### config.mk
export PLATFORM = sky130hd
export DESIGN_NAME = wdeg_sqrt
export DESIGN_NICKNAME = d
export VERILOG_FILES = /design/src/hdl/wire_distance_energy_gradient_unit_assert.svh /design/src/hdl/wdeg_sqrt.sv
export SDC_FILE = /design/constraint.sdc
export NUM_CORES = 1
export LEC_CHECK = 0
export ABC_AREA = 0
export BUFFER_PORTS_ARGS = -buffer_cell sky130_fd_sc_hd__buf_4
export CELL_PAD_IN_SITES_DETAIL_PLACEMENT = 1
export CELL_PAD_IN_SITES_GLOBAL_PLACEMENT = 2
export CORE_AREA = 3 3 123 125
export DETAILED_ROUTE_END_ITERATION = 12
export DIE_AREA = 0 0 126 128
export GPL_TIMING_DRIVEN = 0
export PLACE_DENSITY = 0.88
export SKIP_LAST_GASP = 1
export SLEW_MARGIN = 10
export SYNTH_ARGS = -nofsm -noshare
export SYNTH_HDL_FRONTEND = slang
export SYNTH_SLANG_ARGS = --single-unit
### constraint.sdc
create_clock -name clk -period 2.96 [get_ports clk]
set_input_delay 0 -clock clk [delete_from_list [all_inputs] [get_ports clk]]
set_output_delay 0 -clock clk [all_outputs]
set_load 0.02 [all_outputs]
### src/hdl/wire_distance_energy_gradient_unit_assert.svh
// Assertion macros shared by the wire distance unit.
`ifndef WIRE_DISTANCE_ENERGY_GRADIENT_UNIT_ASSERT_SVH
`define WIRE_DISTANCE_ENERGY_GRADIENT_UNIT_ASSERT_SVH

// Same-cycle implication, checked on every rising clock edge outside reset.
`define WDEG_ASSERT_IMPL(name, ante, cons, msg) \
	name: assert property (@(posedge clk) disable iff (!arst_n) (ante) |-> (cons)) \
		else $error(msg);

// Next-cycle implication, checked on every rising clock edge outside reset.
`define WDEG_ASSERT_NEXT(name, ante, cons, msg) \
	name: assert property (@(posedge clk) disable iff (!arst_n) (ante) |=> (cons)) \
		else $error(msg);

`endif

### src/hdl/wdeg_sqrt.sv
// Pipelined integer square root, one root bit per stage, result rounded down.
`default_nettype none
module wdeg_sqrt #(
	parameter int Q_W = 16
) (
	input  wire logic             clk,
	input  wire logic             en,
	input  wire logic [Q_W-1:0]   num,
	output logic      [Q_W/2-1:0] root
);

	localparam int R_W = Q_W / 2;

	logic [R_W-1:0] root_s [R_W];
	logic [R_W:0]   rem_s  [R_W];
	logic [Q_W-1:0] num_s  [R_W-1];

	// Each stage brings down two radicand bits and tries the next root bit.
	for (genvar i = 0; i < R_W; i++) begin : g_stage
		logic [Q_W-1:0] num_in;
		logic [R_W:0]   rem_in;
		logic [R_W-1:0] root_in;
		logic [R_W+1:0] t;
		logic [R_W+1:0] trial;
		logic           ge;
		if (i == 0) begin : g_first
			assign num_in  = num;
			assign rem_in  = '0;
			assign root_in = '0;
		end else begin : g_next
			assign num_in  = num_s[i-1];
			assign rem_in  = rem_s[i-1];
			assign root_in = root_s[i-1];
		end
		assign t     = (R_W+2)'({rem_in, num_in[Q_W-1 -: 2]});
		assign trial = {root_in, 2'b01};
		assign ge    = (t >= trial);
		always_ff @(posedge clk) begin
			if (en) begin
				rem_s[i]  <= (R_W+1)'(ge ? t - trial : t);
				root_s[i] <= {root_in[R_W-2:0], ge};
			end
		end
		if (i < R_W - 1) begin : g_carry
			always_ff @(posedge clk) begin
				if (en) begin
					num_s[i] <= num_in << 2;
				end
			end
		end
	end

	assign root = root_s[R_W-1];

endmodule
`default_nettype wire

**Word level (Yosys, flattened, before mapping)**

Memory sizes are Yosys's and may differ from the RTL's.
Cells that the tools add are included.

- Register bits: 0
- Memory bits (writable): 234
- Output and inout bits: 8
- Memories: 3

Memory list:

| name | words | bits a word | rd ports | clocked after memory_dff | wr ports | RTL line | text |
|---|---|---|---|---|---|---|---|
| num_s | 7 | 14 | 7 | 0 | 7 | wdeg_sqrt.sv:16 | `logic [Q_W-1:0] num_s [R_W-1];` |
| rem_s | 8 | 9 | 7 | 0 | 8 | wdeg_sqrt.sv:15 | `logic [R_W:0] rem_s [R_W];` |
| root_s | 8 | 8 | 8 | 0 | 8 | wdeg_sqrt.sv:14 | `logic [R_W-1:0] root_s [R_W];` |

- Add/subtract/negate cells: 8
- Magnitude comparators: 8
- Muxes and demuxes: 10

Operator list:

| cell | count |
|---|---|
| $mux W9 | 8 |
| $ge A10 B10 Y1 | 7 |
| $sub A9 B9 Y9 | 7 |
| $sub A2 B1 Y3 const B | 1 |
| $ge A2 B1 Y1 const B | 1 |
| $mux W1 | 2 |

**Depth between registers and ports, before layout**

An unclocked memory read counts as a cell.

- Depth in word-level cells: 3
- Gate-level depth with buffers: 8
- Mapped depth without buffers: 8

**Worst setup path before layout**

No wires, ideal clock.

- Path kind: reg-to-reg
- Start point: memory rem_s[5][0] (netlist bit)
- End point: memory rem_s[6][2] (netlist bit) (data pin)
- Setup time: 0.260 ns
- Arrival: 1.938 ns
- Path slack: 0.762 ns
- Cell stages (with the launch flop): 8
- Path buffers: 1
- Cells stage by stage: edfxtp_1 ha_1 nand2b_1 nor3b_1 o31ai_1 a32o_1 buf_2 mux2_2

RTL lines:

| item | RTL line |
|---|---|
| from (decl) | wdeg_sqrt.sv:15 |

==> flow_metrics.py <==
metrics = {
    "status": {
        "status": "finished, final reports clean",
    },
    "sta": {
        "drv_slew": 0,
        "finalSetupTns_ps": 0,
        "post-route-period-util": 0.841,
        "rsz0062_at_grt": "false",
        "maxSlewHeadroom": 0.531,
        "tightest_slew_ps": 704,
        "clock_skew_ps": 5.87,
        "fmax_ghz": 0.402,
        "setup_viol": 0,
        "finalHoldViolCount": 0,
        "holdWs_ps": 109,
        "min_period_ps": 2490,
    },
    "pwr": {
        "combPwrFrac": 0.144,
        "powerDensity_nw_per_um2": 714,
        "pwr-share-clk": 0.371,
        "p_sw_mw": 1.28,
        "switching_share": 0.239,
        "leakage_nw": 2.98,
        "intPower_mw": 4.09,
        "peakVddDrop_mv": 0.419,
        "seqPwrFrac": 0.485,
    },
    "synthesis": {
        "syn_inst": 444,
        "yosys.area.top_type": "edfxtp_1",
        "yosysSeqAreaShare": 0.676,
        "ys_types": 50,
        "ys_ff_latch": 143,
        "netlist_area_um2": 6350,
        "synthFlopType": "edfxtp_1",
        "synth_fp_nets": 502,
        "synth_top_area_frac": 0.676,
        "synth_edf_count": 143,
        "synth.area.top_cells": "edfxtp_1, ha_1, xnor2_1",
        "yosys_warnings": 0,
        "synthArstFlopShare": 0,
        "syn_avg_cell_area_um2": 14.3,
    },
    "hold_path": {
        "hp-class": "input pin to register",
    },
    "grt": {
        "grt_pass1_wl_um": 18900,
        "antenna_found_initial": 0,
        "grt_max_degree": 79,
        "grt_pass1_vias": 4043,
        "grt_overflow": 0,
        "track_usage": 0.151,
    },
    "placed_design": {
        "hpwl_um": 7680,
        "port_buffers": 25,
        "gp_congestion": 0.854,
    },
    "critical_path": {
        "crit_path_end_kind": "register",
        "path_max_fanout": 8,
        "startpoint_type": "register",
        "max_stage_delay_ps": 400,
        "worstPathCellList": "ha_1 > nand2b_1 > nor3b_1 > o31ai_1 > a32o_1 > buf_2 > mux2_2",
        "crit_type": "register to register",
        "cp.arrival_ps": 2650,
        "slowest_stage": "edfxtp_1",
        "worstPathRequired_ps": 3130,
    },
    "clock_tree": {
        "cts_tree": "built",
        "htreeDepth": 4,
        "clkSlewWorstSetupHoldPaths_ps": 60,
        "cts_sinks": 143,
        "numCtsBuffers": 17,
        "cts_root_buffer": "clkbuf_16",
        "cts_setup_buffers": 0,
        "clock_latency_ps": 420,
        "clock_path_buffers": 2,
    },
    "cells_and_area": {
        "register_area_um2": 4290,
        "nNetsFinal": 564,
        "synthToLayoutAreaGrowth_pct": 18.4,
        "layout_commonest_cell": "edfxtp_1",
        "mostFrequentLayoutCells": "edfxtp_1, inv_1, ha_1",
        "layout-drive-gt1-share": 0.146,
        "diodes": 0,
        "multi_input_area_um2": 1860,
        "n_fill_cell": 1368,
    },
    "detailed_routing": {
        "drt-vias-per-instance": 5.19,
        "drt_iter0_drc": 148,
        "ant_nets": 0,
        "wl_um": 11100,
        "remaining_drc_errors": 0,
        "firstDrtPassIters": 4,
        "vias": 3628,
        "detail_route.wl_per_cell_um": 15.9,
    },
    "run": {
        "cap_violations": 0,
    },
    "floorplan": {
        "row_count": 43,
        "core_area_um2": 14000,
        "die_h_um": 128,
        "start_util": 0.454,
        "die_w_um": 126,
        "die_area_um2": 16100,
        "io_pins": 26,
    },
}
==> what timing repair did <==
action                                 in CTS  in global routing
setup endpoints to repair                   0                  0
gates resized for setup                     0                  0
hold buffers                               17                  0
endpoints found under the hold margin      17                  0
==> kinds of logic (layout without fill, tap and decap cells) <==
| group | after synthesis | in the layout | synth area share |
|---|---|---|---|
| simple gates | 99 | 99 | 0.0829 |
| xor+xnor | 28 | 28 | 0.0386 |
| fa+ha+maj | 40 | 40 | 0.0788 |
| flops | 143 | 143 | 0.676 |
| buf+inv | 50 | 125 | 0.0311 |
| other cells | 1 | 1 | 0.000590 |
| compound gates | 67 | 67 | 0.0642 |
| mux | 16 | 16 | 0.0280 |
==> Yosys cell counts, drive strengths merged, types with 2 or more instances <==
| cell | n |
|---|---|
| edfxtp | 143 |
| inv | 45 |
| ha | 40 |
| o21ai | 23 |
| nand2 | 22 |
| a21oi | 20 |
| nor2 | 20 |
| xnor2 | 20 |
| nand2b | 15 |
| mux2 | 11 |
| nor3 | 10 |
| xor2 | 8 |
| a21o | 6 |
| mux2i | 5 |
| nand3 | 4 |
| nor2b | 4 |
| nor4 | 4 |
| or2 | 4 |
| or4 | 4 |
| a211oi | 3 |
| a31oi | 3 |
| buf | 3 |
| and3 | 2 |
| nand4 | 2 |
| o21a | 2 |
==> final timing paths <==
path	cells after the start	from	end	slack, ps
setup / recovery	7	rem_s[5][0]	rem_s[6][2]	470
hold / removal	1	en	num_s[0][11]	110
setup reg to reg	7	rem_s[5][0]	rem_s[6][2]	470
hold reg to reg	0	num_s[0][6]	num_s[1][8]	410
==> stage by stage <==
step | cells | utilization | power (mW) | worst slack [ps] | instance area [um^2]
after floorplan | 444 | - | 3.14 | 762 | 6350
after global placement | 649 | 0.484 | 3.33 | 544 | 6770
after detailed placement | 650 | 0.486 | 3.40 | 489 | 6800
after CTS | 699 | 0.538 | 5.43 | 483 | 7520
after global routing | 699 | 0.538 | 5.64 | 325 | 7520
final | 699 | 0.538 | 5.37 | 471 | 7520
==> per-layer routing <==
metal	GRT usage	routed length [um]
met5	0	0
met4	0.0852	412
met3	0.0471	358
met2	0.288	6280
met1	0.141	4060
==> registers in the layout, indices dropped and copies added, names as in the netlist <==
register  cells
num_s        56
rem_s        51
root_s       36
==> power groups by stage <==
stage	clock network, mW	logic, mW	registers [mW]
after CTS	2.04	0.780	2.61
final	1.99	0.771	2.61
after global routing	2.14	0.869	2.63
after detailed placement	0	0.748	2.65
after global placement	0	0.699	2.64
after floorplan	0	0.525	2.62
==> final cells by class <==
| cell class | count | area share |
|---|---|---|
| sequential | 143 | 0.571 |
| multi-input combinational | 251 | 0.248 |
| clock buffer | 18 | 0.0571 |
| timing repair buffer | 43 | 0.0517 |
| tap | 180 | 0.0299 |
| inverter | 46 | 0.0230 |
| clock inverter | 14 | 0.0166 |
| buffer | 4 | 0.00333 |
==> worst max-delay path, delay by kind of cell (launching register included) <==
kind | cells | cell delay (ps)
adders and majority gates | 1 | 370
buffers and inverters | 1 | 220
AOI/OAI and AO/OA | 2 | 630
and+or+nand+nor | 2 | 250
DFF | 1 | 400
muxes | 1 | 370
Note: power is estimated with default switching activity, not from simulation.
