<file path="config.mk">
export PLATFORM = sky130hd
export DESIGN_NAME = wdeg_mul
export DESIGN_NICKNAME = d
export VERILOG_FILES = /design/src/hdl/wire_distance_energy_gradient_unit_assert.svh /design/src/hdl/wdeg_pkg.sv /design/src/hdl/wdeg_mul.sv
export SDC_FILE = /design/constraint.sdc
export NUM_CORES = 2
export LEC_CHECK = 0
export ABC_CLOCK_PERIOD_IN_PS = 9250
export CAP_MARGIN = 20
export CELL_PAD_IN_SITES_DETAIL_PLACEMENT = 0
export CELL_PAD_IN_SITES_GLOBAL_PLACEMENT = 2
export CORE_MARGIN = 4
export CORE_UTILIZATION = 43
export CTS_CLUSTER_SIZE = 12
export DETAILED_ROUTE_END_ITERATION = 8
export DONT_BUFFER_PORTS = 1
export HOLD_SLACK_MARGIN = 0.1
export PLACE_DENSITY_LB_ADDON = 0.1
export SLEW_MARGIN = 20
export SYNTH_ARGS = -nofsm -noshare
export SYNTH_HDL_FRONTEND = slang
export SYNTH_SLANG_ARGS = --single-unit
</file>
<file path="constraint.sdc">
create_clock -name clk -period 9.25 [get_ports clk]
set_clock_uncertainty 0.2 [all_clocks]
set_input_delay 0.925 -clock clk [delete_from_list [all_inputs] [get_ports clk]]
set_output_delay 0.925 -clock clk [all_outputs]
set_load 0.05 [all_outputs]
</file>
<file path="src/hdl/wire_distance_energy_gradient_unit_assert.svh">
// Assertion macros shared by the wire distance unit.
`ifndef WIRE_DISTANCE_ENERGY_GRADIENT_UNIT_ASSERT_SVH
`define WIRE_DISTANCE_ENERGY_GRADIENT_UNIT_ASSERT_SVH

// Same-cycle implication, checked on every rising clock edge outside reset.
`define WDEG_ASSERT_IMPL(name, ante, cons, msg) \
	name: assert property (@(posedge clk) disable iff (!arst_n) (ante) |-> (cons)) \
		else $error(msg);

// Next-cycle implication, checked on every rising clock edge outside reset.
`define WDEG_ASSERT_NEXT(name, ante, cons, msg) \
	name: assert property (@(posedge clk) disable iff (!arst_n) (ante) |=> (cons)) \
		else $error(msg);

`endif

</file>
<file path="src/hdl/wdeg_pkg.sv">
// Shared types and constants of the wire distance unit.
`default_nettype none
package wdeg_pkg;

	// Distance metric selected by the mode register; the unused code acts as Euclidean.
	typedef enum logic [1:0] {
		DM_MANHATTAN = 2'd0,
		DM_SQUARED   = 2'd1,
		DM_EUCLID    = 2'd2
	} dist_mode_t;

	// Configuration register indexes.
	localparam logic [1:0] REG_MODE     = 2'd0;
	localparam logic [1:0] REG_X_SCALE  = 2'd1;
	localparam logic [1:0] REG_Y_SCALE  = 2'd2;
	localparam logic [1:0] REG_GRAD_EN  = 2'd3;

	localparam int CFG_IDX_W  = 2;
	localparam int CFG_DATA_W = 16;
	localparam int SCALE_W    = 16;
	localparam int COST_W     = 32;
	localparam int OUT_W      = 64;

	// Width of the operand slice that one multiplier stage consumes.
	localparam int MUL_CHUNK  = 16;

endpackage
`default_nettype wire

</file>
<file path="src/hdl/wdeg_mul.sv">
// Pipelined unsigned multiplier that adds one 16-bit slice of b per stage.
`default_nettype none
module wdeg_mul #(
	parameter int A_W = 32,
	parameter int B_W = 32
) (
	input  wire logic               clk,
	input  wire logic               en,
	input  wire logic [A_W-1:0]     a,
	input  wire logic [B_W-1:0]     b,
	output logic      [A_W+B_W-1:0] p
);

	localparam int CH  = wdeg_pkg::MUL_CHUNK;
	localparam int NC  = (B_W + CH - 1) / CH;
	localparam int BP  = NC * CH;
	localparam int P_W = A_W + B_W;

	logic [BP-1:0]  b_pad;
	logic [P_W-1:0] acc_s [NC];
	logic [A_W-1:0] a_s   [NC-1];
	logic [BP-1:0]  b_s   [NC-1];

	assign b_pad = BP'(b);

	// One partial product per stage, accumulated at its slice weight.
	for (genvar k = 0; k < NC; k++) begin : g_stage
		logic [A_W+CH-1:0] pp;
		if (k == 0) begin : g_first
			assign pp = (A_W+CH)'(a) * (A_W+CH)'(b_pad[0 +: CH]);
			always_ff @(posedge clk) begin
				if (en) begin
					acc_s[0] <= P_W'(pp);
				end
			end
		end else begin : g_next
			assign pp = (A_W+CH)'(a_s[k-1]) * (A_W+CH)'(b_s[k-1][k*CH +: CH]);
			always_ff @(posedge clk) begin
				if (en) begin
					acc_s[k] <= acc_s[k-1] + (P_W'(pp) << (k * CH));
				end
			end
		end
		if (k < NC - 1) begin : g_carry
			always_ff @(posedge clk) begin
				if (en) begin
					a_s[k] <= (k == 0) ? a : a_s[k == 0 ? 0 : k-1];
					b_s[k] <= (k == 0) ? b_pad : b_s[k == 0 ? 0 : k-1];
				end
			end
		end
	end

	assign p = acc_s[NC-1];

endmodule
`default_nettype wire

</file>
-- Word-level counts from Yosys, hierarchy flattened
Memory sizes are Yosys's and may differ from the RTL's.
Cells that the tools add are included.
- muxes and demuxes: 2
- multiply operators: 2
- add/sub/neg operators: 1
- operators with widths (operator ; count):
    32-bit by 16-bit multiplier with 48-bit output ; 2
    64-bit adder ; 1
    1-bit two-way mux ; 2
- register bits after elaboration: 0
- RAM bits: 192
- bits of input ports: 66
- output and inout bits: 64
- word-level logic and storage cells: 8
- memories kept: 3
- memory list (name ; words ; bits a word ; read ports ; clocked after memory_dff ; wr ports ; RTL line ; source):
    acc_s ; 2 ; 64 ; 2 ; 0 ; 2 ; wdeg_mul.sv:20 ; logic [P_W-1:0] acc_s [NC];
    a_s ; 1 ; 32 ; 1 ; 0 ; 1 ; wdeg_mul.sv:21 ; logic [A_W-1:0] a_s [NC-1];
    b_s ; 1 ; 32 ; 1 ; 0 ; 1 ; wdeg_mul.sv:22 ; logic [BP-1:0] b_s [NC-1];

-- Logic depth before layout (Yosys ltp)
- depth after elaboration: 2
- gate-level depth with buffers: 32

-- Least setup slack after synthesis
OpenSTA, ideal clock, no wires.
- kind: register to register
- start point: memory a_s[0][11]
- end point: memory acc_s[0][122] in the netlist's numbering, data pin
- cell stages (with the launch flop): 30
- path slack: 1.411 ns
- arrival: 7.352 ns
- setup time: 0.288 ns
- clock period less this slack: 7.839 ns
- data required time: 8.762 ns
- cells stage by stage: edfxtp_1 > clkbuf_1 > nand2_1 > fa_1 > fa_1 > fa_1 > inv_1 > fa_1 > fa_1 > inv_1 > fa_1 > inv_1 > ha_1 > a21oi_1 > o221a_2 > nor3_1 > or2_2 > a21oi_1 > xnor2_1 > ha_1 > clkbuf_1 > a21o_1 > a21o_1 > a21o_1 > a21o_1 > a21o_1 > a2111oi_0 > nor2_1 > nand3_1 > xor2_1
- RTL lines (what ; RTL line):
    start: declaration ; wdeg_mul.sv:21
    end: declaration ; wdeg_mul.sv:20

==> load_flow_metrics.sql <==
INSERT INTO impl_metrics (metric_group, metric, value, unit) VALUES
('critical_path', 'capture_instance_of_the_worst_register_to_register_path', 'acc_s[0][127]$_DFFE_PP_', ''),
('status', 'status', 'finished clean', ''),
('die', 'number_of_i_o_pins', '130', ''),
('sta', 'holdWs', '0.221', 'ns'),
('critical_path', 'worstSetupStartpointType', 'flip-flop', ''),
('global_routing', 'initial_antenna_violation_count', '8', ''),
('synthesis', 'netlist_top_cells_area', 'sky130_fd_sc_hd__fa_1 43%, sky130_fd_sc_hd__edfxtp_1 12%, sky130_fd_sc_hd__ha_1 8.8%', ''),
('critical_path', 'timing.rr.start', 'b_s[0][27]$_DFFE_PP_', ''),
('min_path', 'min-delay-path-class', 'reg -> reg', ''),
('sta', 'tightestPinTransition', '0.963', 'ns'),
('critical_path', 'r2r_setup_slack', '0.42', 'ns'),
('critical_path', 'critical-path-max-stage-delay', '0.87', 'ns'),
('die', 'initial_utilization', '43.4', '%'),
('global_routing', 'grt_pass1_wl', '179000', 'um'),
('drt', 'drt-initial-drc-count', '1448', ''),
('clock_tree', 'ctsHtreeMaxLevel', '4', ''),
('sta', 'final.min_clock_period', '8.83', 'ns'),
('clock_tree', 'tritoncts', 'yes', ''),
('sta', 'finalSetupTns', '0', 'ns'),
('min_path', 'min_path_cells', '0', ''),
('clock_tree', 'cts_inserted_buffers', '17', ''),
('synthesis', 'synthesis.yosys.warnings', '0', ''),
('synthesis', 'post_synth_instance_area', '0.0391', 'sq mm'),
('drt', 'routedWlPerCell', '21.4', 'um'),
('place', 'numPortBuffers', '0', ''),
('synthesis', 'synth-seq-area-share', '12.3', '%'),
('sta', 'grt_setup_unrepaired', 'no', ''),
('synthesis', 'post_synth_edffs', '160', ''),
('place', 'place.gp.congestion', '0.858', ''),
('synthesis', 'postSynthRegisterBits', '160', ''),
('clock_tree', 'ctsResizeCount', '0', ''),
('min_path', 'hold_end', 'acc_s[0][64]$_DFFE_PP_', ''),
('sta', 'hold_viol_final', '0', ''),
('synthesis', 'async_set_or_reset_flop_fraction_in_the_synthesized_netlist', '0', '%'),
('synthesis', 'synth.largest_area_cell', 'sky130_fd_sc_hd__fa_1', ''),
('synthesis', 'synthDominantCellAreaShare', '42.8', '%'),
('synthesis', 'yosys.cell_types.count', '71', ''),
('final_layout', 'layout-drive-gt1-share', '2.45', '%'),
('synthesis', 'yosysMostFrequentCell', 'sky130_fd_sc_hd__inv_1', ''),
('place', 'dp_hpwl', '88900', 'um'),
('critical_path', 'worstPathRequired', '9.29', 'ns'),
('synthesis', 'synthTopCellsByCount', '875 x sky130_fd_sc_hd__inv_1, 837 x sky130_fd_sc_hd__fa_1, 792 x sky130_fd_sc_hd__nand2_1, 307 x sky130_fd_sc_hd__and2_1, 274 x sky130_fd_sc_hd__ha_1', ''),
('sta', 'final_max_slew_viol_count', '0', ''),
('sta', 'slew_headroom', '35.0', '%'),
('critical_path', 'critical-path-slowest-cell', 'sky130_fd_sc_hd__edfxtp_1', ''),
('die', 'dieHeight', '310', 'um'),
('die', 'dieArea', '0.0959', 'sq mm'),
('critical_path', 'worstPathArrival', '8.87', 'ns'),
('critical_path', 'timing.critical_path.fanout_max', '18', ''),
('global_routing', 'maximum_number_of_pins_on_one_net_before_global_route_repair', '161', ''),
('clock_tree', 'cell_at_the_root_of_the_clock_tree', 'sky130_fd_sc_hd__clkbuf_16', ''),
('synthesis', 'synthesis.area_per_instance', '9.27', 'sq um'),
('drt', 'vias_per_cell', '5.19', ''),
('synthesis', 'synthesis.nets', '5400', ''),
('die', 'core_area', '0.0901', 'sq mm'),
('critical_path', 'critical-path-top-cell-by-count', 'sky130_fd_sc_hd__fa_1', ''),
('job', 'drv.max_cap_violation_count', '0', ''),
('global_routing', 'gr-total-overflow', '0', ''),
('global_routing', 'grt_util_all_layers', '24.4', '%'),
('synthesis', 'primary_flip_flop_cell_chosen_by_synthesis_mapping', 'sky130_fd_sc_hd__edfxtp_1', ''),
('sta', 'final.period_utilization', '95.5', '%'),
('drt', 'antenna_violating_nets_post_route', '0', ''),
('global_routing', 'vias_in_the_first_global_route', '29600', ''),
('synthesis', 'netlist_instances', '4223', ''),
('final_layout', 'finalCoreUtilization', '44.7', '%'),
('drt', 'route.vias.total', '27100', ''),
('clock_tree', 'clkSlewWorstSetupHoldPaths', '0.08', 'ns'),
('drt', 'wl_final', '112000', 'um'),
('die', 'rows', '110', ''),
('clock_tree', 'cts-hold-fix-buffers', '0', ''),
('clock_tree', 'worst_skew_pair.late_latency', '0.50', 'ns');
timing repair:
| item | CTS | global route |
|---|---|---|
| buffers inserted | 0 | 1 |
| setup endpoints to repair | 0 | 4 |
| endpoints found under the hold margin | 0 | 0 |
registers in the layout, summed over array words and instances, names as in the netlist:
signal / flops
acc_s: 112
a_s: 32
b_s: 16
critical path: cells and delay by family, from the launching register on:
family / cells / cell delay [ns]
AO/OA/AOI/OAI: 5 / 1.52
adder cells (fa/ha/maj): 8 / 3.91
AND/OR/NAND/NOR: 9 / 1.52
buffers and inverters: 3 / 0.15
flip-flops: 1 / 0.87
XOR/XNOR: 2 / 0.34
kinds of logic after synthesis:
| family | share of synthesized area, % |
|---|---|
| and+or+nand+nor | 15.3 |
| xor gates and xnor gates | 2.82 |
| adders and majority gates | 51.6 |
| AOI/OAI and AO/OA | 6.42 |
| buffers and inverters | 11.6 |
| DFF | 12.3 |
layout by cell type (no fill, tap or decap), drive strengths merged, types with 66 or more instances in the layout:
cell / count
edfxtp: 160
o21ai: 66
fa: 837
inv: 883
xnor2: 79
a21oi: 120
nand2: 792
ha: 274
and2: 308
nor2: 75
stage by stage:
| step | std cells | cell area, sq um | setup slack (ns) |
|---|---|---|---|
| 5_1_grt | 5211 | 40300 | 0.0164 |
| 2_1_floorplan | 4223 | 39100 | 1.41 |
| 6_report | 5213 | 40300 | 0.418 |
| 4_1_cts | 5209 | 40300 | 0.403 |
| 3_3_place_gp | 5177 | 39700 | 0.523 |
| 3_5_place_dp | 5177 | 39700 | 0.482 |
worst max path at each step:
stage                         endpoint  depth (start not counted)
6_report       acc_s[0][127]$_DFFE_PP_                         27
5_1_grt        acc_s[0][127]$_DFFE_PP_                         27
4_1_cts        acc_s[0][127]$_DFFE_PP_                         27
3_5_place_dp   acc_s[0][127]$_DFFE_PP_                         27
3_3_place_gp   acc_s[0][122]$_DFFE_PP_                         26
2_1_floorplan  acc_s[0][122]$_DFFE_PP_                         29
cell type report:
class / count / area, sq um
antenna: 3 / 7.51
clock buffer: 17 / 425
clock inverter: 15 / 210
fill: 8883 / 49800
inverter: 875 / 3280
multi-input combinational: 2925 / 29800
sequential: 160 / 4800
tap: 1176 / 1470
timing repair buffer: 42 / 332
layer usage:
layer | GRT usage, % | vias to the layer above | part of all wire [%]
met3 | 2.79 | 93 | 4.1
li1 | - | 12300 | -
met4 | 4.37 | 0 | 1.5
met5 | 0 | - | 0
met1 | 35.7 | 14200 | 47
met2 | 40.0 | 519 | 47
Power is left out: the tool's default activity adds up to more than one toggle a clock period on the data nets, which glitch-free logic cannot reach.
