==> config.mk <==
export PLATFORM = sky130hd
export DESIGN_NAME = wdeg_div
export DESIGN_NICKNAME = d
export VERILOG_FILES = /design/src/hdl/wire_distance_energy_gradient_unit_assert.svh /design/src/hdl/wdeg_div.sv
export SDC_FILE = /design/constraint.sdc
export NUM_CORES = 1
export LEC_CHECK = 0
export BUFFER_PORTS_ARGS = -buffer_cell sky130_fd_sc_hd__buf_4
export CAP_MARGIN = 0
export CORE_UTILIZATION = 41
export CTS_CLUSTER_SIZE = 16
export DETAILED_ROUTE_END_ITERATION = 12
export GPL_TIMING_DRIVEN = 0
export PLACE_DENSITY = 0.64
export SETUP_SLACK_MARGIN = 0.05
export SYNTH_ARGS = -nofsm -noshare
export SYNTH_HDL_FRONTEND = slang
export SYNTH_SLANG_ARGS = --single-unit
==> constraint.sdc <==
create_clock -name clk -period 2.5 [get_ports clk]
set_input_delay 0.375 -clock clk [delete_from_list [all_inputs] [get_ports clk]]
set_output_delay 0.375 -clock clk [all_outputs]
set_load 0.01 [all_outputs]
==> src/hdl/wire_distance_energy_gradient_unit_assert.svh <==
// Assertion macros shared by the wire distance unit.
`ifndef WIRE_DISTANCE_ENERGY_GRADIENT_UNIT_ASSERT_SVH
`define WIRE_DISTANCE_ENERGY_GRADIENT_UNIT_ASSERT_SVH

// Same-cycle implication, checked on every rising clock edge outside reset.
`define WDEG_ASSERT_IMPL(name, ante, cons, msg) \
	name: assert property (@(posedge clk) disable iff (!arst_n) (ante) |-> (cons)) \
		else $error(msg);

// Next-cycle implication, checked on every rising clock edge outside reset.
`define WDEG_ASSERT_NEXT(name, ante, cons, msg) \
	name: assert property (@(posedge clk) disable iff (!arst_n) (ante) |=> (cons)) \
		else $error(msg);

`endif

==> src/hdl/wdeg_div.sv <==
// Pipelined restoring divider, one quotient bit per stage.
`default_nettype none
module wdeg_div #(
	parameter int N_W = 16,
	parameter int D_W = 8
) (
	input  wire logic           clk,
	input  wire logic           en,
	input  wire logic [N_W-1:0] num,
	input  wire logic [D_W-1:0] den,
	output logic      [N_W-1:0] quo
);

	// Dividend bits leave at the top while quotient bits enter at the bottom.
	logic [N_W-1:0] qn_s  [N_W];
	logic [D_W-1:0] rem_s [N_W];
	logic [D_W-1:0] den_s [N_W-1];

	for (genvar i = 0; i < N_W; i++) begin : g_stage
		logic [N_W-1:0] qn_in;
		logic [D_W-1:0] rem_in;
		logic [D_W-1:0] den_in;
		logic [D_W:0]   t;
		logic           ge;
		if (i == 0) begin : g_first
			assign qn_in  = num;
			assign rem_in = '0;
			assign den_in = den;
		end else begin : g_next
			assign qn_in  = qn_s[i-1];
			assign rem_in = rem_s[i-1];
			assign den_in = den_s[i-1];
		end
		assign t  = {rem_in, qn_in[N_W-1]};
		assign ge = (t >= {1'b0, den_in});
		always_ff @(posedge clk) begin
			if (en) begin
				rem_s[i] <= D_W'(ge ? t - {1'b0, den_in} : t);
				qn_s[i]  <= {qn_in[N_W-2:0], ge};
			end
		end
		if (i < N_W - 1) begin : g_carry
			always_ff @(posedge clk) begin
				if (en) begin
					den_s[i] <= den_in;
				end
			end
		end
	end

	assign quo = qn_s[N_W-1];

endmodule
`default_nettype wire

# After elaboration in Yosys (flattened, before gate mapping)

Memories as Yosys holds them, arrays and structs flattened.
Cells that the tools add are included.
Widths: inputs -> output; s select.

Add/subtract/negate cells: 16
Order comparisons: 16
Multiplexer cells: 18

Operators with widths:

| cell        | number |
|---|---|
| $ge 9x8->1  | 15 |
| $mux 8      | 16 |
| $sub 8x8->8 | 15 |
| $ge 1x8->1  | 1 |
| $sub 1x8->8 | 1 |
| $mux 1      | 2 |

Flip-flop bits (word level): 0
Bits in writable memories: 504
Input port bits: 26
Logic and storage cells: 53
Memories: 3

Memories:

| memory | words | bits a word | rd ports | clocked after Yosys merged registers in | write ports | RTL line       | RTL |
|---|---|---|---|---|---|---|---|
| qn_s   | 16    | 16          | 16       | 0                                       | 16          | wdeg_div.sv:15 | `logic [N_W-1:0] qn_s [N_W];` |
| rem_s  | 16    | 8           | 15       | 0                                       | 16          | wdeg_div.sv:16 | `logic [D_W-1:0] rem_s [N_W];` |
| den_s  | 15    | 8           | 15       | 0                                       | 15          | wdeg_div.sv:17 | `logic [D_W-1:0] den_s [N_W-1];` |

# Longest topological paths before layout

Gate-level depths: netlist (run 1).
An unclocked memory read counts as a cell.

Depth in word-level cells: 3
Gate-level depth with buffers: 9

# Least setup slack after synthesis (run 1)

OpenSTA, ideal clock, no wires.

Kind: reg2reg
Start: mem rem_s[7][2], in the netlist rem_s[0][58]
End: mem rem_s[8][2], in the netlist rem_s[1][2], data pin
Setup time: 260 ps
Arrival time: 1817 ps
Slack: 424 ps
Stages on the path, launching flop included: 7
Clock period less this slack: 2076 ps
Cell sequence: edfxtp_1 -> ha_1 -> a21o_1 -> a21oi_2 -> o21ai_2 -> a41oi_4 -> mux2_2

RTL lines:

| item            | RTL line |
|---|---|
| start, declared | wdeg_div.sv:16 |

==> flow_summary.yaml, run 1 <==
clocking:
  cts_max_level: 2
  postCtsSetupRepairBufs: 0
  cts_root_buf: "clkbuf_16"
  cts_resized: 0
  hold_buffers: 23
  cts.path.max_buffers: 3
  clock_latency_ns: 0.60
  cts.clk_slew.worst_paths_ns: 0.06
  cts_tree: "done"
  numCtsBuffers: 53
  cts.sinks: 496
timing:
  fin_crit_sh: 0.9797
  timing.fmax_mhz: 408.3
  finalHoldViolations: 0
  rsz0062_at_grt: "false"
  finalMaxSlewViolations: 0
  finalSetupViolCount: 0
  tightest_slew_ns: 0.8155
  period_minus_slack_ns: 2.449
  holdWs_ns: 0.07926
  fin_setup_tns_ns: 0
  slew_headroom: 0.4563
  finalClockSkew_ns: 0.02833
power_and_ir_drop:
  power.total_uw: 26140
  cellLeakagePower_uw: 0.009450
  p_per_area_mw_per_mm2: 1048
  peakVddDrop_v: 0.0005466
worst_setup_path:
  timing.rr.start: "rem_s[0][9]"
  cpMaxStageDelayCell: "o21ai_0"
  critical_path.top_delay_family: "compound AO/OA/AOI/OAI gates"
  rr_worst_depth: 6
  critPathLaunch: "rem_s[0][9]"
  required_ns: 2.83
  cp_max_fo: 4
  path_buf_inv: 0
  r2r_slack_ns: 0.05
  rr_endpoint: "rem_s[0][23]"
  cp-start-kind: "flop"
  worstSetupEndpointType: "flop"
  path_class: "reg -> reg"
  worstPathCellList: "ha_1, nand2_1, o21ai_0, a21boi_0, a31o_2, o22a_1"
  path_depth: 6
  crit_path_max_incr_delay_ns: 0.58
  arrival_ns: 2.77
  timing.critical_path.to: "rem_s[0][23]"
placed_design:
  dp_cells: 2203
  gp_congestion: 0.8487
  post-dp-hpwl_um: 22080
  numPortBuffers: 41
synth:
  ys_types: 68
  yosysSeqAreaShare: 0.6835
  syn-num-nets: 1632
  ys_warn_count: 0
  postSynthAreaPerCell_um2: 14.82
  syn-cell-area_mm2: 0.02179
  yosys_most_used_dff: "edfxtp_1"
  synth_edf_count: 496
  synth_seq_cells: 496
  synthArstFlopShare: 0
  syn-instance-count: 1470
floorplan:
  core_area_mm2: 0.05255
  die_x_um: 232.5
  start_util: 0.4147
  rows: 84
  die-area_mm2: 0.05407
  pin_count: 42
  die_y_um: 232.5
min_path:
  min_path_type: "in -> reg"
  hold_path.startpoint: "num[15]"
global_route:
  grt_pass1_wl_um: 54450
  grt.total_usage: 0.1238
  antenna_found_initial: 0
  grt_pass1_vias: 11440
  grt_overflow: 0
  grt_max_degree: 117
routing:
  avgRoutedWirePerCell_um: 14.29
  drc: 0
  via_count: 11620
  drtIter0Drc: 611
  post_drt_via_cell_ratio: 5.006
  drt_first_pass_iters: 7
  wl_um: 33160
  drtAntennaViolNets: 0
status:
  outcome: "complete, no violations"
final_layout:
  final_cell_mix: "edfxtp_1 (496), inv_1 (155), ha_1 (122)"
  area_growth_pct: 14.48
  drive_gt1_frac: 0.1255
  finalNonFillerCells: 2321
  multi_input_area_mm2: 0.006185
  antenna_cells: 0
  final_core_util: 0.4747
  final_common_cell: "edfxtp_1"
  n_fill_cell: 4544
  ff_latch_area_mm2: 0.01489
  nets: 1755
run:
  maxCapViolations: 0
-- where the power goes --
group	internal, µW	total [µW]	switching (µW)
Sequential	11000	11600	580
Combinational	3280	7180	3900
Clock	4290	7370	3080
Total	18600	26100	7570
-- kinds of logic after synthesis --
group,count (synthesis),share of synthesized area
flops,496,0.6835
compound gates,326,0.1030
simple gates,255,0.05989
buf+inv,174,0.03267
fa+ha+maj,136,0.08291
xor+xnor,43,0.01728
mux,40,0.02079
-- cells in the mapped netlist, drive strengths merged (20+ instances only) --
master,instances,share of area
edfxtp,496,0.68
inv,163,0.028
ha,122,0.070
o21ai,107,0.025
nand2,86,0.015
a21oi,79,0.020
nor2,43,0.0075
mux2,27,0.015
o21a,25,0.0086
nand2b,24,0.0069
xor2,23,0.0092
a21o,22,0.0076
xnor2,20,0.0080
-- sequential cells by signal, summed over array words and instances (netlist names) --
register,count
rem_s,120
den_s,120
qn_s,256
-- final cells by class --
| type | instances | share of cell area |
|---|---|---|
| flip-flops and latches | 496 | 0.5971 |
| multi-input cells | 800 | 0.2479 |
| clock buffers | 64 | 0.05482 |
| well taps | 688 | 0.03451 |
| repair buffers | 68 | 0.02628 |
| inverters | 163 | 0.02453 |
| clock inverters | 31 | 0.01088 |
| plain buffers | 11 | 0.004012 |
-- stage by stage --
stage | area (µm²) | worst slack [ns]
floorplan | 21790 | 0.4236
global placement | 22960 | -2.906
detailed placement | 23080 | -0.4007
CTS | 24950 | 0.1795
global route | 24950 | 0.07067
finish | 24950 | 0.05073
-- worst min-delay path by stage --
| stage | to | cells past startpoint |
|---|---|---|
| after global placement | qn_s[1][71] | 0 |
| after detailed placement | qn_s[0][37] | 0 |
| after global routing | rem_s[0][0] | 3 |
| after CTS | rem_s[0][0] | 3 |
| after floorplan | qn_s[0][100] | 0 |
| final | rem_s[0][0] | 3 |
-- worst min-delay path: stages --
cell and delay (ns):
buf_4 0.08, nand2_1 0.03, o21ai_0 0.06
-- per-layer routing --
layer  part of all wire  vias up  track usage  wire length (µm)
met2               0.50      172       0.2159             16680
met1               0.43     5623       0.1466             14130
li1                   -     5750            -                 -
met3              0.041       73      0.02904              1363
met4              0.030        0      0.04922               989
met5                  0        -            0                 0
(Power assumes the default switching activity.)
==> run 2, diff against run 1 <==
PLACE_DENSITY = 0.61   (was 0.64)
RECOVER_POWER = 50   (was default)
==> flow_summary.yaml, run 2 (synthesis results as in run 1) <==
status:
  outcome: "complete, no violations"
final_layout:
  largest_reg_flops: 256
  nets: 1755
  regMostFlops: "qn_s"
  area_growth_pct: 15.18
  stdcell_area_mm2: 0.02510
  ff_latch_area_mm2: 0.01489
  n_fill_cell: 4585
  final_core_util: 0.4776
  drive_gt1_frac: 0.1316
  multi_input_area_mm2: 0.006190
  final_cell_mix: "edfxtp_1 (496), inv_1 (155), ha_1 (122)"
  final_common_cell: "edfxtp_1"
  antenna_cells: 0
  top_regs: "qn_s x256, den_s x120, rem_s x120"
timing:
  timing.fmax_mhz: 429.1
  finalClockSkew_ns: 0.02088
  fin_setup_tns_ns: 0
  finalHoldViolations: 0
  rsz0062_at_grt: "false"
  finalSetupViolCount: 0
  finalMaxSlewViolations: 0
  fin_crit_sh: 0.9321
  tightest_slew_ns: 1.490
  period_minus_slack_ns: 2.330
  holdWs_ns: 0.09164
  slew_headroom: 0.006551
worst_setup_path:
  cp-start-kind: "flop"
  worstPathCellList: "ha_1, nand2b_1, a21oi_1, o21ai_2, a41oi_4, mux2_2"
  r2r_slack_ns: 0.17
  path_class: "reg -> reg"
  timing.rr.start: "den_s[0][56]"
  arrival_ns: 2.66
  worstSetupEndpointType: "flop"
  required_ns: 2.83
  rr_worst_depth: 6
  cpMaxStageDelayCell: "a41oi_4"
  cp_max_fo: 8
  crit_path_max_incr_delay_ns: 0.41
  rr_endpoint: "rem_s[1][2]"
clocking:
  postCtsSetupRepairBufs: 0
  cts_max_level: 2
  clock_latency_ns: 0.59
  cts.clk_slew.worst_paths_ns: 0.06
  numCtsBuffers: 54
  cts.path.max_buffers: 3
  cts.sinks: 496
  cts_tree: "done"
  cts_root_buf: "clkbuf_16"
placed_design:
  numPortBuffers: 41
  post-dp-hpwl_um: 21880
  gp_congestion: 0.8755
  dpl_cell_area_mm2: 0.02305
routing:
  avgRoutedWirePerCell_um: 14.54
  post_drt_via_cell_ratio: 4.972
  via_count: 11550
  drc: 0
  drtIter0Drc: 632
  wl_um: 33750
  drtAntennaViolNets: 0
  drt_first_pass_iters: 7
power_and_ir_drop:
  peakVddDrop_v: 0.0006502
  p_per_area_mw_per_mm2: 1075
  power.total_uw: 26990
  cellLeakagePower_uw: 0.009516
floorplan:
  pin_count: 42
  die_x_um: 232.5
  start_util: 0.4147
  die-area_mm2: 0.05407
  core_area_mm2: 0.05255
  rows: 84
  die_y_um: 232.5
global_route:
  antenna_found_initial: 0
  grt_max_degree: 135
  grt_overflow: 0
  grt_pass1_vias: 11540
  grt.total_usage: 0.1269
  grt_pass1_wl_um: 55630
min_path:
  hold_path.startpoint: "num[15]"
  min_path_cells: 3
  min_path_type: "in -> reg"
  hold_end: "rem_s[0][0]"
run:
  maxCapViolations: 0
## run 2: layout make-up
type / count / area share
Inverter: 163 / 0.02438
Tap cell: 688 / 0.03430
Timing Repair Buffer: 67 / 0.02393
Clock inverter: 37 / 0.01780
Buffer: 11 / 0.003988
Sequential cell: 496 / 0.5934
Multi-Input combinational cell: 800 / 0.2466
Clock buffer: 60 / 0.05558
## run 2: repair_timing
item | CTS | global route
endpoints found under the hold margin | 23 | 0
setup endpoints to repair | 0 | 1
hold buffers | 23 | 0
gates resized for setup | 0 | 1
## run 2: stage by stage
| step | worst slack [ns] | cells |
|---|---|---|
| finish | 0.1698 | 2322 |
| global placement | -2.900 | 2199 |
| global route | 0.06542 | 2322 |
| CTS | 0.1709 | 2322 |
| detailed placement | -0.2079 | 2202 |
| floorplan | 0.4236 | 1470 |
## run 2: worst max path at each step
stage            startpoint      endpoint  slack, ns  cells after the start
2_1_floorplan  rem_s[0][58]   rem_s[1][2]       0.42                      6
3_3_place_gp             en  qn_s[1][123]      -2.90                      1
3_5_place_dp             en  qn_s[1][120]      -0.21                      3
4_1_cts         rem_s[0][9]  rem_s[0][23]       0.17                      6
5_1_grt         rem_s[0][9]  rem_s[0][23]       0.07                      6
6_report       den_s[0][56]   rem_s[1][2]       0.17                      6
## run 2: critical path: cells and delay by family, from the launching register on
kind | cells | cell delay [ns]
compound gates | 3 | 0.74
simple gates | 1 | 0.18
flops | 1 | 0.39
fa+ha+maj | 1 | 0.38
mux | 1 | 0.39
## run 2: power by group
part | total, µW | internal [µW] | switching, µW
logic | 7200 | 3270 | 3930
registers | 11600 | 11000 | 575
clock network | 8210 | 5030 | 3180
total | 27000 | 19300 | 7680
## run 2: per-layer routing
| layer | GRT usage | up-vias | routed length (µm) |
|---|---|---|---|
| met1 | 0.1576 | 5550 | 15040 |
| met4 | 0.04555 | 0 | 921 |
| met3 | 0.02831 | 69 | 1298 |
| met2 | 0.2165 | 180 | 16500 |
| li1 | - | 5746 | - |
| met5 | 0 | - | 0 |
